===== src/hdl/lpip_pkg.sv =====
// lpip_pkg: shared types, codes and constants for the length-prefixed
// instruction parser. No dependencies.
`default_nettype none
package lpip_pkg;

   // configuration register indexes
   localparam int CSR_INDEX_WIDTH = 1;
   localparam int CSR_DATA_WIDTH  = 16;
   localparam logic [CSR_INDEX_WIDTH-1:0] CSR_MAX_FRAME_BYTES   = 1'd0;
   localparam logic [CSR_INDEX_WIDTH-1:0] CSR_MAX_ELEMENT_BYTES = 1'd1;

   localparam logic [15:0] MAX_FRAME_BYTES_RESET   = 16'd6144;
   localparam logic [15:0] MAX_ELEMENT_BYTES_RESET = 16'd3450;

   // parser phases
   localparam logic [2:0] PH_FIRST_DIGIT = 3'd0;
   localparam logic [2:0] PH_DIGITS      = 3'd1;
   localparam logic [2:0] PH_CONTENT     = 3'd2;
   localparam logic [2:0] PH_SEPARATOR   = 3'd3;
   localparam logic [2:0] PH_DONE        = 3'd4;
   localparam logic [2:0] PH_ERROR       = 3'd5;

   // frame status codes
   localparam logic [2:0] ST_OK         = 3'd0;
   localparam logic [2:0] ST_NO_SEMI    = 3'd1;
   localparam logic [2:0] ST_TOO_LONG   = 3'd2;
   localparam logic [2:0] ST_BAD_LENGTH = 3'd3;
   localparam logic [2:0] ST_NO_PERIOD  = 3'd4;
   localparam logic [2:0] ST_BAD_SEP    = 3'd5;
   localparam logic [2:0] ST_TRUNCATED  = 3'd6;

   // result kinds
   localparam logic [1:0] KIND_CONTENT = 2'd0;
   localparam logic [1:0] KIND_CLOSE   = 2'd1;
   localparam logic [1:0] KIND_STATUS  = 2'd2;

   // framing characters
   localparam logic [7:0] CHAR_SEMI   = 8'h3B;
   localparam logic [7:0] CHAR_PERIOD = 8'h2E;
   localparam logic [7:0] CHAR_COMMA  = 8'h2C;
   localparam logic [7:0] CHAR_ZERO   = 8'h30;
   localparam logic [7:0] CHAR_NINE   = 8'h39;

   // saturation limits
   localparam logic [16:0] ACCUM_SAT = 17'd65536;
   localparam logic [16:0] COUNT_SAT = 17'd131071;
   localparam logic [15:0] INDEX_SAT = 16'd65535;

   localparam int QUEUE_DEPTH_DEFAULT = 4;

   // what one input byte produced: an optional element result and an
   // optional frame status result
   typedef struct packed {
      logic        has_elem;
      logic [1:0]  elem_kind;
      logic [7:0]  content_val;
      logic [15:0] elem_num;
      logic        has_status;
      logic [2:0]  status;
      logic [15:0] status_num;
   } rec_type;

endpackage
`default_nettype wire


===== src/hdl/lpip_front.sv =====
// lpip_front: per-byte frame parser; classifies each byte and builds a
// result record. Depends on lpip_pkg.
`default_nettype none
module lpip_front import lpip_pkg::*; (
   input  wire logic        clock,
   input  wire logic        reset,
   input  wire logic        take,
   input  wire logic [7:0]  data_byte,
   input  wire logic        frame_end,
   input  wire logic [15:0] max_frame_bytes,
   input  wire logic [15:0] max_element_bytes,
   output rec_type          rec,
   output logic             rec_any
);

   logic [2:0]  phase_ff, phase_in;
   logic [16:0] accum_ff, accum_in;
   logic [15:0] left_ff, left_in;
   logic [16:0] count_ff, count_in;
   logic [15:0] index_ff, index_in;
   logic [2:0]  err_ff, err_in;

   logic        is_digit;
   logic [20:0] accum_x10;
   logic [15:0] left_dec;

   assign is_digit  = (data_byte >= CHAR_ZERO) && (data_byte <= CHAR_NINE);
   assign accum_x10 = ({4'd0, accum_ff} << 3) + ({4'd0, accum_ff} << 1)
                    + {17'd0, data_byte[3:0]};
   assign left_dec  = left_ff - 16'd1;

   always_comb begin
      phase_in = phase_ff;
      accum_in = accum_ff;
      left_in  = left_ff;
      index_in = index_ff;
      err_in   = err_ff;
      count_in = (count_ff < COUNT_SAT) ? count_ff + 17'd1 : count_ff;

      rec             = '0;
      rec.elem_kind   = KIND_CONTENT;
      rec.elem_num    = index_ff;

      case (phase_ff)
         PH_FIRST_DIGIT, PH_DIGITS: begin
            if (is_digit) begin
               accum_in = (accum_x10 > {4'd0, ACCUM_SAT}) ? ACCUM_SAT : accum_x10[16:0];
               phase_in = PH_DIGITS;
            end else if (phase_ff == PH_FIRST_DIGIT
                         || accum_ff >= {1'b0, max_element_bytes}) begin
               err_in   = (err_ff == ST_OK) ? ST_BAD_LENGTH : err_ff;
               phase_in = PH_ERROR;
            end else if (data_byte != CHAR_PERIOD) begin
               err_in   = (err_ff == ST_OK) ? ST_NO_PERIOD : err_ff;
               phase_in = PH_ERROR;
            end else begin
               left_in  = accum_ff[15:0];
               accum_in = '0;
               phase_in = (accum_ff[15:0] == 16'd0) ? PH_SEPARATOR : PH_CONTENT;
            end
         end
         PH_CONTENT: begin
            rec.has_elem    = 1'b1;
            rec.content_val = data_byte;
            left_in         = left_dec;
            if (left_dec == 16'd0) begin
               phase_in = PH_SEPARATOR;
            end
         end
         PH_SEPARATOR: begin
            if (data_byte == CHAR_COMMA || data_byte == CHAR_SEMI) begin
               rec.has_elem  = 1'b1;
               rec.elem_kind = KIND_CLOSE;
               if (index_ff < INDEX_SAT) begin
                  index_in = index_ff + 16'd1;
               end
               phase_in = (data_byte == CHAR_COMMA) ? PH_FIRST_DIGIT : PH_DONE;
            end else begin
               err_in   = (err_ff == ST_OK) ? ST_BAD_SEP : err_ff;
               phase_in = PH_ERROR;
            end
         end
         default: begin
         end
      endcase

      if (frame_end) begin
         rec.has_status = 1'b1;
         rec.status_num = index_in;
         if (data_byte != CHAR_SEMI) begin
            rec.status = ST_NO_SEMI;
         end else if (count_in >= {1'b0, max_frame_bytes}) begin
            rec.status = ST_TOO_LONG;
         end else if (err_in != ST_OK) begin
            rec.status = err_in;
         end else if (phase_in != PH_DONE) begin
            rec.status = ST_TRUNCATED;
         end else begin
            rec.status = ST_OK;
         end
         // frame state clears for the next frame
         phase_in = PH_FIRST_DIGIT;
         accum_in = '0;
         left_in  = '0;
         count_in = '0;
         index_in = '0;
         err_in   = ST_OK;
      end
   end

   assign rec_any = rec.has_elem || rec.has_status;

   always_ff @(posedge clock) begin
      if (reset) begin
         phase_ff <= PH_FIRST_DIGIT;
         accum_ff <= '0;
         left_ff  <= '0;
         count_ff <= '0;
         index_ff <= '0;
         err_ff   <= ST_OK;
      end else if (take) begin
         phase_ff <= phase_in;
         accum_ff <= accum_in;
         left_ff  <= left_in;
         count_ff <= count_in;
         index_ff <= index_in;
         err_ff   <= err_in;
      end
   end

endmodule
`default_nettype wire


===== src/hdl/lpip_queue.sv =====
// lpip_queue: small register FIFO of result records between parser and
// output sequencer. Depends on lpip_pkg.
`default_nettype none
module lpip_queue import lpip_pkg::*; #(
   parameter int DEPTH = QUEUE_DEPTH_DEFAULT
) (
   input  wire logic    clock,
   input  wire logic    reset,
   input  wire logic    push,
   input  wire rec_type push_rec,
   input  wire logic    pop,
   output rec_type      head_rec,
   output logic         empty,
   output logic         full
);

   localparam int PW = (DEPTH > 1) ? $clog2(DEPTH) : 1;
   localparam int CW = $clog2(DEPTH + 1);
   localparam logic [PW-1:0] LAST_PTR = PW'(DEPTH - 1);
   localparam logic [CW-1:0] FULL_CNT = CW'(DEPTH);

   rec_type         slot_ff [DEPTH];
   logic [PW-1:0]   wr_ff, wr_in;
   logic [PW-1:0]   rd_ff, rd_in;
   logic [CW-1:0]   cnt_ff, cnt_in;
   logic            do_push, do_pop;

   assign empty    = (cnt_ff == '0);
   assign full     = (cnt_ff == FULL_CNT);
   assign do_push  = push && !full;
   assign do_pop   = pop && !empty;
   assign head_rec = slot_ff[rd_ff];

   always_comb begin
      wr_in  = do_push ? ((wr_ff == LAST_PTR) ? '0 : wr_ff + 1'b1) : wr_ff;
      rd_in  = do_pop  ? ((rd_ff == LAST_PTR) ? '0 : rd_ff + 1'b1) : rd_ff;
      cnt_in = cnt_ff;
      if (do_push && !do_pop) begin
         cnt_in = cnt_ff + 1'b1;
      end else if (do_pop && !do_push) begin
         cnt_in = cnt_ff - 1'b1;
      end
   end

   always_ff @(posedge clock) begin
      if (reset) begin
         wr_ff  <= '0;
         rd_ff  <= '0;
         cnt_ff <= '0;
      end else begin
         wr_ff  <= wr_in;
         rd_ff  <= rd_in;
         cnt_ff <= cnt_in;
      end
   end

   always_ff @(posedge clock) begin
      if (do_push) begin
         slot_ff[wr_ff] <= push_rec;
      end
   end

endmodule
`default_nettype wire


===== src/hdl/lpip_back.sv =====
// lpip_back: output sequencer; unpacks each record into one or two result
// transactions through an output register. Depends on lpip_pkg.
`default_nettype none
module lpip_back import lpip_pkg::*; (
   input  wire logic    clock,
   input  wire logic    reset,
   input  wire rec_type head_rec,
   input  wire logic    head_valid,
   output logic         head_pop,
   output logic         rsp_valid,
   input  wire logic    rsp_stall,
   output logic [1:0]   rsp_kind,
   output logic [7:0]   rsp_content_byte,
   output logic [15:0]  rsp_element_number,
   output logic [2:0]   rsp_status,
   output logic         rsp_last
);

   logic        valid_ff;
   logic        second_ff, second_in;  // element part of head already sent
   logic        load, send_status;
   logic [1:0]  kind_ff, kind_in;
   logic [7:0]  content_ff, content_in;
   logic [15:0] num_ff, num_in;
   logic [2:0]  status_ff, status_in;
   logic        last_ff, last_in;

   assign load        = head_valid && (!valid_ff || !rsp_stall);
   assign send_status = second_ff || !head_rec.has_elem;

   always_comb begin
      second_in = second_ff;
      head_pop  = 1'b0;
      if (send_status) begin
         kind_in    = KIND_STATUS;
         content_in = '0;
         num_in     = head_rec.status_num;
         status_in  = head_rec.status;
         last_in    = 1'b1;
      end else begin
         kind_in    = head_rec.elem_kind;
         content_in = head_rec.content_val;
         num_in     = head_rec.elem_num;
         status_in  = ST_OK;
         last_in    = 1'b0;
      end
      if (load) begin
         if (!send_status && head_rec.has_status) begin
            second_in = 1'b1;
         end else begin
            second_in = 1'b0;
            head_pop  = 1'b1;
         end
      end
   end

   always_ff @(posedge clock) begin
      if (reset) begin
         valid_ff  <= 1'b0;
         second_ff <= 1'b0;
      end else begin
         second_ff <= second_in;
         if (load) begin
            valid_ff <= 1'b1;
         end else if (!rsp_stall) begin
            valid_ff <= 1'b0;
         end
      end
   end

   always_ff @(posedge clock) begin
      if (load) begin
         kind_ff    <= kind_in;
         content_ff <= content_in;
         num_ff     <= num_in;
         status_ff  <= status_in;
         last_ff    <= last_in;
      end
   end

   assign rsp_valid          = valid_ff;
   assign rsp_kind           = kind_ff;
   assign rsp_content_byte   = content_ff;
   assign rsp_element_number = num_ff;
   assign rsp_status         = status_ff;
   assign rsp_last           = last_ff;

endmodule
`default_nettype wire


===== src/hdl/length_prefixed_instruction_parser.sv =====
// length_prefixed_instruction_parser: top level; csr registers, parser front,
// record queue and output sequencer. Depends on lpip_pkg and lpip_* modules.
//
// Usage:
//  - req channel: one frame byte per transaction (req_data_byte), with
//    req_frame_end high on the last byte of the frame. Frames are
//    "<len>.<content>," ... "<len>.<content>;".
//  - rsp channel: content bytes (kind 0) tagged with element number, an
//    element-closed result (kind 1) per separator, and on frame end a status
//    result (kind 2, rsp_last high). Non-zero status means discard the frame.
//  - csr port: index 0 max_frame_bytes, index 1 max_element_bytes; write
//    only while idle.
//  - Throughput: one byte per cycle while req_stall is low. Results leave at
//    one per cycle while rsp_stall is low, so a frame-end byte that also closes
//    an element produces two output results.
//  - Path: a result passes through the queue and then the output register
//    before it is valid on rsp.
//  - Reset: parser returns to expecting a length, csrs take their defaults,
//    queue and output empty.
//  - rsp_stall holds the output register; the queue keeps filling, and
//    req_stall rises only when the queue is full.
`default_nettype none
module length_prefixed_instruction_parser import lpip_pkg::*; #(
   parameter int QUEUE_DEPTH = QUEUE_DEPTH_DEFAULT
) (
   input  wire logic                       clock,
   input  wire logic                       reset,
   // byte input
   input  wire logic                       req_valid,
   output logic                            req_stall,
   input  wire logic [7:0]                 req_data_byte,
   input  wire logic                       req_frame_end,
   // results
   output logic                            rsp_valid,
   input  wire logic                       rsp_stall,
   output logic [1:0]                      rsp_kind,
   output logic [7:0]                      rsp_content_byte,
   output logic [15:0]                     rsp_element_number,
   output logic [2:0]                      rsp_status,
   output logic                            rsp_last,
   // configuration writes
   input  wire logic                       csr_write_en,
   input  wire logic [CSR_INDEX_WIDTH-1:0] csr_index,
   input  wire logic [CSR_DATA_WIDTH-1:0]  csr_write_data
);

   logic [15:0] max_frame_ff;
   logic [15:0] max_elem_ff;

   rec_type     front_rec;
   rec_type     head_rec;
   logic        front_any;
   logic        take;
   logic        q_empty, q_full, q_pop;

   // configuration registers
   always_ff @(posedge clock) begin
      if (reset) begin
         max_frame_ff <= MAX_FRAME_BYTES_RESET;
         max_elem_ff  <= MAX_ELEMENT_BYTES_RESET;
      end else if (csr_write_en) begin
         case (csr_index)
            CSR_MAX_FRAME_BYTES:   max_frame_ff <= csr_write_data;
            CSR_MAX_ELEMENT_BYTES: max_elem_ff  <= csr_write_data;
            default: begin
            end
         endcase
      end
   end

   // byte accepted whenever the queue has room
   assign req_stall = q_full;
   assign take      = req_valid && !q_full;

   lpip_front u_front (
      .clock             (clock),
      .reset             (reset),
      .take              (take),
      .data_byte         (req_data_byte),
      .frame_end         (req_frame_end),
      .max_frame_bytes   (max_frame_ff),
      .max_element_bytes (max_elem_ff),
      .rec               (front_rec),
      .rec_any           (front_any)
   );

   // bytes that produce nothing never enter the queue
   lpip_queue #(
      .DEPTH (QUEUE_DEPTH)
   ) u_queue (
      .clock    (clock),
      .reset    (reset),
      .push     (take && front_any),
      .push_rec (front_rec),
      .pop      (q_pop),
      .head_rec (head_rec),
      .empty    (q_empty),
      .full     (q_full)
   );

   lpip_back u_back (
      .clock              (clock),
      .reset              (reset),
      .head_rec           (head_rec),
      .head_valid         (!q_empty),
      .head_pop           (q_pop),
      .rsp_valid          (rsp_valid),
      .rsp_stall          (rsp_stall),
      .rsp_kind           (rsp_kind),
      .rsp_content_byte   (rsp_content_byte),
      .rsp_element_number (rsp_element_number),
      .rsp_status         (rsp_status),
      .rsp_last           (rsp_last)
   );

endmodule
`default_nettype wire


===== config.mk =====
export PLATFORM = sky130hd
export DESIGN_NAME = length_prefixed_instruction_parser
export DESIGN_NICKNAME = d
export VERILOG_FILES = /design/src/hdl/lpip_pkg.sv /design/src/hdl/lpip_front.sv /design/src/hdl/lpip_queue.sv /design/src/hdl/lpip_back.sv /design/src/hdl/length_prefixed_instruction_parser.sv
export SDC_FILE = /design/constraint.sdc
export NUM_CORES = 1
export LEC_CHECK = 0
export BUFFER_PORTS_ARGS = -buffer_cell sky130_fd_sc_hd__buf_2
export CAP_MARGIN = 0
export CORE_ASPECT_RATIO = 0.75
export CORE_MARGIN = 2
export CORE_UTILIZATION = 41
export CTS_CLUSTER_SIZE = 16
export DETAILED_ROUTE_END_ITERATION = 7
export PLACE_DENSITY_LB_ADDON = 0.08
export SKIP_LAST_GASP = 1
export SLEW_MARGIN = 20
export SYNTH_ARGS = -nofsm -noshare
export SYNTH_HDL_FRONTEND = slang
export SYNTH_SLANG_ARGS = --single-unit

===== constraint.sdc =====
create_clock -name clock -period 4.1 [get_ports clock]
set_input_delay 0.615 -clock clock [delete_from_list [all_inputs] [get_ports clock]]
set_output_delay 0.615 -clock clock [all_outputs]
set_load 0.01 [all_outputs]

==> impl_metrics.json, run 1 <==
{
  "firstDrtPassIters": 5,
  "grt_pass1_vias": 10500,
  "hp-class": "primary input to flip-flop",
  "drtIter0Drc": 728,
  "grt.total_usage": 0.200,
  "finalClockSkew_ns": 0.0132,
  "vias_per_cell": 5.53,
  "required_ns": 4.53,
  "area_growth_pct": 13.4,
  "synth-edff-count": 214,
  "cts.path.max_buffers": 3,
  "syn_nets": 1470,
  "synth_ff_type": "edfxtp_1",
  "antennaDiodeCount": 0,
  "detail_route.drc_violations": 0,
  "die_w_um": 232,
  "nNetsFinal": 1541,
  "p_sw_frac": 0.275,
  "outcome": "completed",
  "synthSimpleGateAreaFrac": 0.130,
  "final_common_cell": "edfxtp_1",
  "layout_setup_ws_ns": 0.306,
  "vias": 10900,
  "synth.mux.area_fraction": 0.0824,
  "p_int_w": 0.00650,
  "final_cells": 1970,
  "hpwl_mm": 26.4,
  "synthArstFlopShare": 0,
  "crit_arrival_ns": 4.23,
  "numCtsBuffers": 36,
  "cts_tree": "done",
  "grt_max_degree": 72,
  "crit_type": "flip-flop to flip-flop",
  "postSynthCellCount": 1361,
  "power_frac_comb": 0.209,
  "power_switching_w": 0.00246,
  "placementRows": 62,
  "finalHoldViolations": 0,
  "synth_xor_area_frac": 0.0264,
  "p_per_area_mw_per_mm2": 496,
  "drive_gt1_frac": 0.172,
  "clkLatencyLatePin_ns": 0.53,
  "dpl_cell_area_mm2": 0.0169,
  "max_freq_mhz": 264,
  "rsz0062_at_grt": "no",
  "ys_warn_count": 0,
  "grt_overflow": 0,
  "wl_mm": 39.6,
  "dp_worst_setup_slack_ns": 0.0581,
  "post-route-min-period_ns": 3.79,
  "cts_sinks": 329,
  "fin_crit_sh": 0.925,
  "die_h_um": 175,
  "critPathLaunchType": "flip-flop",
  "setup_viol": 0,
  "grt_pass1_wl_mm": 62.5,
  "drv_slew": 0,
  "path_clk_slew_ns": 0.06,
  "cts_htree_levels": 2,
  "port_buffers": 62,
  "slew_headroom": 0.308,
  "total_leakage_power_nw": 6.61,
  "p_clk_frac": 0.343,
  "cp-end-kind": "flip-flop",
  "synth_cell_types": 80,
  "post_synth_fa_ha_maj_area_fraction": 0.0627,
  "numPlacedInstances": 1906,
  "boundaryPins": 63,
  "p_seq_frac": 0.448,
  "clockRootBuffer": "clkbuf_16",
  "core_area_mm2": 0.0382,
  "routabilityCongestion": 0.840,
  "tns_ns": 0,
  "layout_common_cells": "214 x edfxtp_1, 113 x nand2_1, 113 x dfxtp_1",
  "synth-seq-cells": 329,
  "synth_top_family_by_area": "simple AND/OR/NAND/NOR gates",
  "synthesis.area_mm2": 0.0159,
  "ant_nets": 0,
  "cts-hold-fix-buffers": 0,
  "wire_per_inst_um": 20.1,
  "power_w": 0.00896,
  "yosysSeqAreaShare": 0.548,
  "crit_fanout": 15,
  "start_util": 0.416,
  "synth_compound_area_frac": 0.118,
  "antenna_found_initial": 0,
  "syn_avg_cell_area_um2": 11.7,
  "cap_violations": 0,
  "dieArea_mm2": 0.0404,
  "final_area_mm2": 0.0181,
  "worst_pin_slew_ns": 1.04,
  "ir_drop_mv": 0.313
}
[flip-flops by register name, indices dropped and copies added, names as in the netlist, 8 cells and up, named ones only]
register	flops
max_elem_ff	16
max_frame_ff	16
u_back.rsp_content_byte	8
u_back.rsp_element_number	16
u_front.accum_ff	17
u_front.count_ff	17
u_front.index_ff	16
u_front.left_ff	16
u_queue.slot_ff	184
[area by class of cell]
cell class | instances | area [µm²]
repair buffers | 98 | 618
inverters | 67 | 251
clock buffers | 47 | 1000
fillers | 3486 | 20200
flip-flops and latches | 329 | 8730
multi-input cells | 900 | 6710
clock inverters | 17 | 103
well taps | 512 | 641
[through the flow]
step	hold slack, ns	util
global placement	0.446	0.443
global route	0.348	0.472
finish	0.353	0.472
floorplan	0.436	-
detailed placement	0.448	0.443
CTS	0.326	0.472
[cells in the mapped netlist (all sizes together) (7+ instances only)]
master,n,area [µm²]
a211oi,7,57.6
a21o,13,97.6
a21oi,99,495
a22oi,9,67.6
a31oi,10,62.6
and2,22,138
and3,8,50.1
buf,16,78.8
clkbuf,49,184
dfxtp,115,2300
edfxtp,214,6430
ha,75,938
inv,65,244
mux2,20,225
mux4,46,1040
nand2,114,430
nand2b,9,56.3
nand3,41,215
nand4,16,100
nor2,113,429
nor2b,14,87.6
nor3,21,105
nor4,17,113
o211ai,15,113
o21a,12,90.1
o21ai,47,235
o2bb2ai,7,61.3
o31ai,16,150
or3,15,93.8
xnor2,35,307
xor2,13,114
[power by group through the flow]
| stage | clock (W) | sequential [W] | combinational [W] |
|---|---|---|---|
| floorplan | 0 | 0.00416 | 0.00119 |
| global placement | 0 | 0.00408 | 0.00190 |
| detailed placement | 0 | 0.00408 | 0.00190 |
| CTS | 0.00316 | 0.00402 | 0.00191 |
| global route | 0.00330 | 0.00405 | 0.00206 |
| finish | 0.00307 | 0.00401 | 0.00187 |
[metal layers]
| metal | track usage | vias to the layer above | wire length, µm |
|---|---|---|---|
| met1 | 0.320 | 5375 | 20700 |
| met4 | 0.0483 | 0 | 716 |
| met3 | 0.0305 | 51 | 1820 |
| met5 | 0 | - | 0 |
| met2 | 0.282 | 225 | 16300 |
| li1 | - | 5245 | - |
[critical path, stage by stage (launching register included)]
cell      delay [ns]
dfxtp_1         0.39
inv_1           0.16
fa_1            0.54
fa_1            0.46
nand2b_1        0.18
a21oi_1         0.19
o31a_2          0.23
a221oi_2        0.10
or4b_1          0.53
a211oi_2        0.34
nand2_2         0.29
o31ai_1         0.30
[cell families (layout without fill, tap and decap cells)]
kind of cell             after synthesis  count (layout)
AND/OR/NAND/NOR                      419             419
buffers and inverters                132             229
AO/OA/AOI/OAI                        284             284
adder cells (fa/ha/maj)               78              78
flip-flops                           329             329
XOR/XNOR                              48              48
multiplexers                          71              71
[what timing repair did]
action                     CTS  global route
setup endpoints to repair    0            12
resized for setup            0             3
setup buffers                0             0
[path summary, 6_finish.rpt]
check | from | endpoint | slack (ns) | cells past startpoint
worst max register to register | u_front.accum_ff[0] | u_front.accum_ff[4] | 0.31 | 11
worst min register to register | max_frame_ff[5] | max_frame_ff[5] | 0.45 | 2
worst min-delay path | reset | max_elem_ff[14] | 0.35 | 2
worst max-delay path | u_front.accum_ff[0] | u_front.accum_ff[4] | 0.31 | 11
No activity file was read; power rests on OpenSTA's default activity.
==> inputs of run 2 (changes only) <==
--- a/config.mk
+++ b/config.mk
@@ -5,6 +5,7 @@
 export SDC_FILE = /design/constraint.sdc
 export NUM_CORES = 1
 export LEC_CHECK = 0
+export ABC_AREA = 1
 export BUFFER_PORTS_ARGS = -buffer_cell sky130_fd_sc_hd__buf_2
 export CAP_MARGIN = 0
 export CORE_ASPECT_RATIO = 0.75
@@ -13,6 +14,7 @@
 export CTS_CLUSTER_SIZE = 16
 export DETAILED_ROUTE_END_ITERATION = 7
 export PLACE_DENSITY_LB_ADDON = 0.08
+export SETUP_SLACK_MARGIN = 0.1
 export SKIP_LAST_GASP = 1
 export SLEW_MARGIN = 20
 export SYNTH_ARGS = -nofsm -noshare
==> impl_metrics.json, run 2 <==
{
  "yosysSeqAreaShare": 0.531,
  "grt_overflow": 0,
  "grt_max_degree": 65,
  "vias": 12700,
  "worst_pin_slew_ns": 0.875,
  "rr_startpoint": "u_front.count_ff[11]",
  "synth_cell_types": 49,
  "area_growth_pct": 13.2,
  "placementRows": 63,
  "grt_pass1_wl_mm": 67.7,
  "cts-hold-fix-buffers": 0,
  "fin_crit_sh": 0.884,
  "path_clk_slew_ns": 0.06,
  "synth_ff_type": "edfxtp_1",
  "synth-seq-cells": 329,
  "grt_pass1_vias": 12000,
  "hp-start": "csr_write_data[10]",
  "ys_warn_count": 0,
  "clkLatencyLatePin_ns": 0.53,
  "timing.rr.end": "u_queue.slot_ff[0][16]",
  "grt.total_usage": 0.205,
  "die_w_um": 235,
  "boundaryPins": 63,
  "max_freq_mhz": 276,
  "cap_violations": 0,
  "yosys-top-cells-count": "310 x nor2_1, 287 x nand2_1, 214 x edfxtp_1, 197 x inv_1, 154 x o21ai_0",
  "post-route-min-period_ns": 3.62,
  "yosysMostFrequentCell": "nor2_1",
  "drtIter0Drc": 978,
  "cts_sinks": 329,
  "synthesis.area_mm2": 0.0164,
  "detail_route.drc_violations": 0,
  "syn_avg_cell_area_um2": 8.86,
  "firstDrtPassIters": 5,
  "drv_slew": 0,
  "p_per_area_mw_per_mm2": 515,
  "layout_common_cells": "304 x nor2_1, 287 x nand2_1, 214 x edfxtp_1",
  "ant_nets": 0,
  "finalClockSkew_ns": 0.0232,
  "setup_viol": 0,
  "vias_per_cell": 5.16,
  "synth_top_area_share": 0.391,
  "die_h_um": 177,
  "hold_depth": 3,
  "hpwl_mm": 27.4,
  "cts_tree": "done",
  "outcome": "completed",
  "reg2reg_depth": 26,
  "regToRegSetupSlack_ns": 0.48,
  "largest_reg_flops": 184,
  "finalHoldViolations": 0,
  "syn_nets": 1966,
  "cts_setup_buffers": 0,
  "rsz0062_at_grt": "no",
  "top_register": "u_queue.slot_ff",
  "drive_gt1_frac": 0.114,
  "synthArstFlopShare": 0,
  "required_ns": 4.34,
  "hold_path_end": "max_elem_ff[10]",
  "port_buffers": 62,
  "final_common_cell": "nor2_1",
  "cts_htree_levels": 2,
  "start_util": 0.416,
  "postSynthCellCount": 1857,
  "cts.path.max_buffers": 3,
  "wire_per_inst_um": 17.2,
  "routabilityCongestion": 0.875,
  "antennaDiodeCount": 0,
  "synth_area_leader_cell": "edfxtp_1",
  "reg_top3": "u_queue.slot_ff: 184 flops, u_front.accum_ff: 17 flops, u_front.count_ff: 17 flops",
  "slew_headroom": 0.417,
  "cts-resized-gates": 0,
  "tns_ns": 0,
  "clockRootBuffer": "clkbuf_16",
  "total_leakage_power_nw": 7.34,
  "nNetsFinal": 2021,
  "critPathLaunchType": "flip-flop",
  "wl_mm": 42.4,
  "core_area_mm2": 0.0396,
  "crit_arrival_ns": 3.86,
  "crit_type": "flip-flop to flip-flop",
  "antenna_found_initial": 0,
  "synth-edff-count": 214,
  "synth.area.top_cells": "edfxtp_1 39%, dfxtp_1 14%, nor2_1 7.1%, nand2_1 6.6%, ha_1 5.7%",
  "dieArea_mm2": 0.0417,
  "cp-end-kind": "flip-flop",
  "ir_drop_mv": 0.338,
  "numCtsBuffers": 37,
  "hold_slack_ns": 0.339,
  "hp-class": "primary input to flip-flop",
  "crit_fanout": 4
}
-- run 2: stage by stage --
stage	instances	setup slack [ns]	util	instance area (µm²)	total power, W
after floorplan	1857	0.221	-	16400	0.00555
after global placement	2393	0.645	0.440	17400	0.00634
after detailed placement	2393	0.608	0.440	17400	0.00633
after CTS	2460	0.546	0.470	18600	0.00970
after global routing	2460	0.184	0.470	18600	0.0101
final	2460	0.477	0.470	18600	0.00960
-- run 2: worst max path at each step --
stage	from	endpoint	depth (start not counted)
6_report	u_front.count_ff[11]	u_queue.slot_ff[0][16]	26
4_1_cts	u_front.count_ff[11]	u_queue.slot_ff[3][18]	24
5_1_grt	u_front.count_ff[7]	u_queue.slot_ff[1][16]	26
2_1_floorplan	req_data_byte[6]	u_queue.slot_ff[0][0]	9
3_3_place_gp	u_front.count_ff[11]	u_queue.slot_ff[0][16]	26
3_5_place_dp	u_front.count_ff[11]	u_queue.slot_ff[3][16]	26
-- run 2: metal layers --
layer | part of all wire | wire (µm) | track usage | vias up
li1 | - | - | - | 6393
met1 | 0.52 | 22100 | 0.317 | 5980
met2 | 0.41 | 17300 | 0.303 | 278
met3 | 0.053 | 2270 | 0.0311 | 48
met4 | 0.016 | 668 | 0.0409 | 0
met5 | 0 | 0 | 0 | -
-- run 2: where the power goes --
group          internal, W  total, W  switching (W)  leakage, nW
Combinational     0.000657   0.00218        0.00152         3.79
Clock              0.00197   0.00334        0.00137        0.590
Sequential         0.00394   0.00408       0.000138         2.95
-- run 2: logic make-up after synthesis --
logic type / Yosys count / share of synthesized area
and+or+nand+nor: 763 / 0.199
adders and majority gates: 78 / 0.0607
AOI/OAI and AO/OA: 383 / 0.129
DFF: 329 / 0.531
buffers and inverters: 273 / 0.0638
xor gates and xnor gates: 31 / 0.0165
-- run 2: worst max-delay path, stage by stage (launching register included) --
cell     delay (ns)
dfxtp_1        0.35
nand2_1        0.07
inv_1          0.05
nand3_1        0.13
nor3_2         0.09
nand2_1        0.13
inv_2          0.05
nor3_1         0.44
nand2_1        0.21
nor3_1         0.19
nor2_1         0.08
ha_1           0.30
nand2_1        0.06
nor2_1         0.12
inv_1          0.07
nor2_1         0.09
nand2_1        0.06
nand4_1        0.10
nand2_1        0.07
nand2_1        0.06
nand2_1        0.05
nand2_1        0.08
nand2_1        0.06
nand2_1        0.11
nor2_1         0.09
a21oi_1        0.16
nor2_1         0.10
-- run 2: layout make-up --
class | instances | area [µm²]
clock buffer | 46 | 1020
clock inverter | 21 | 198
fill | 3823 | 21000
inverter | 203 | 762
multi-input combinational | 1255 | 6710
sequential | 329 | 8730
tap | 520 | 651
timing repair buffer | 86 | 541
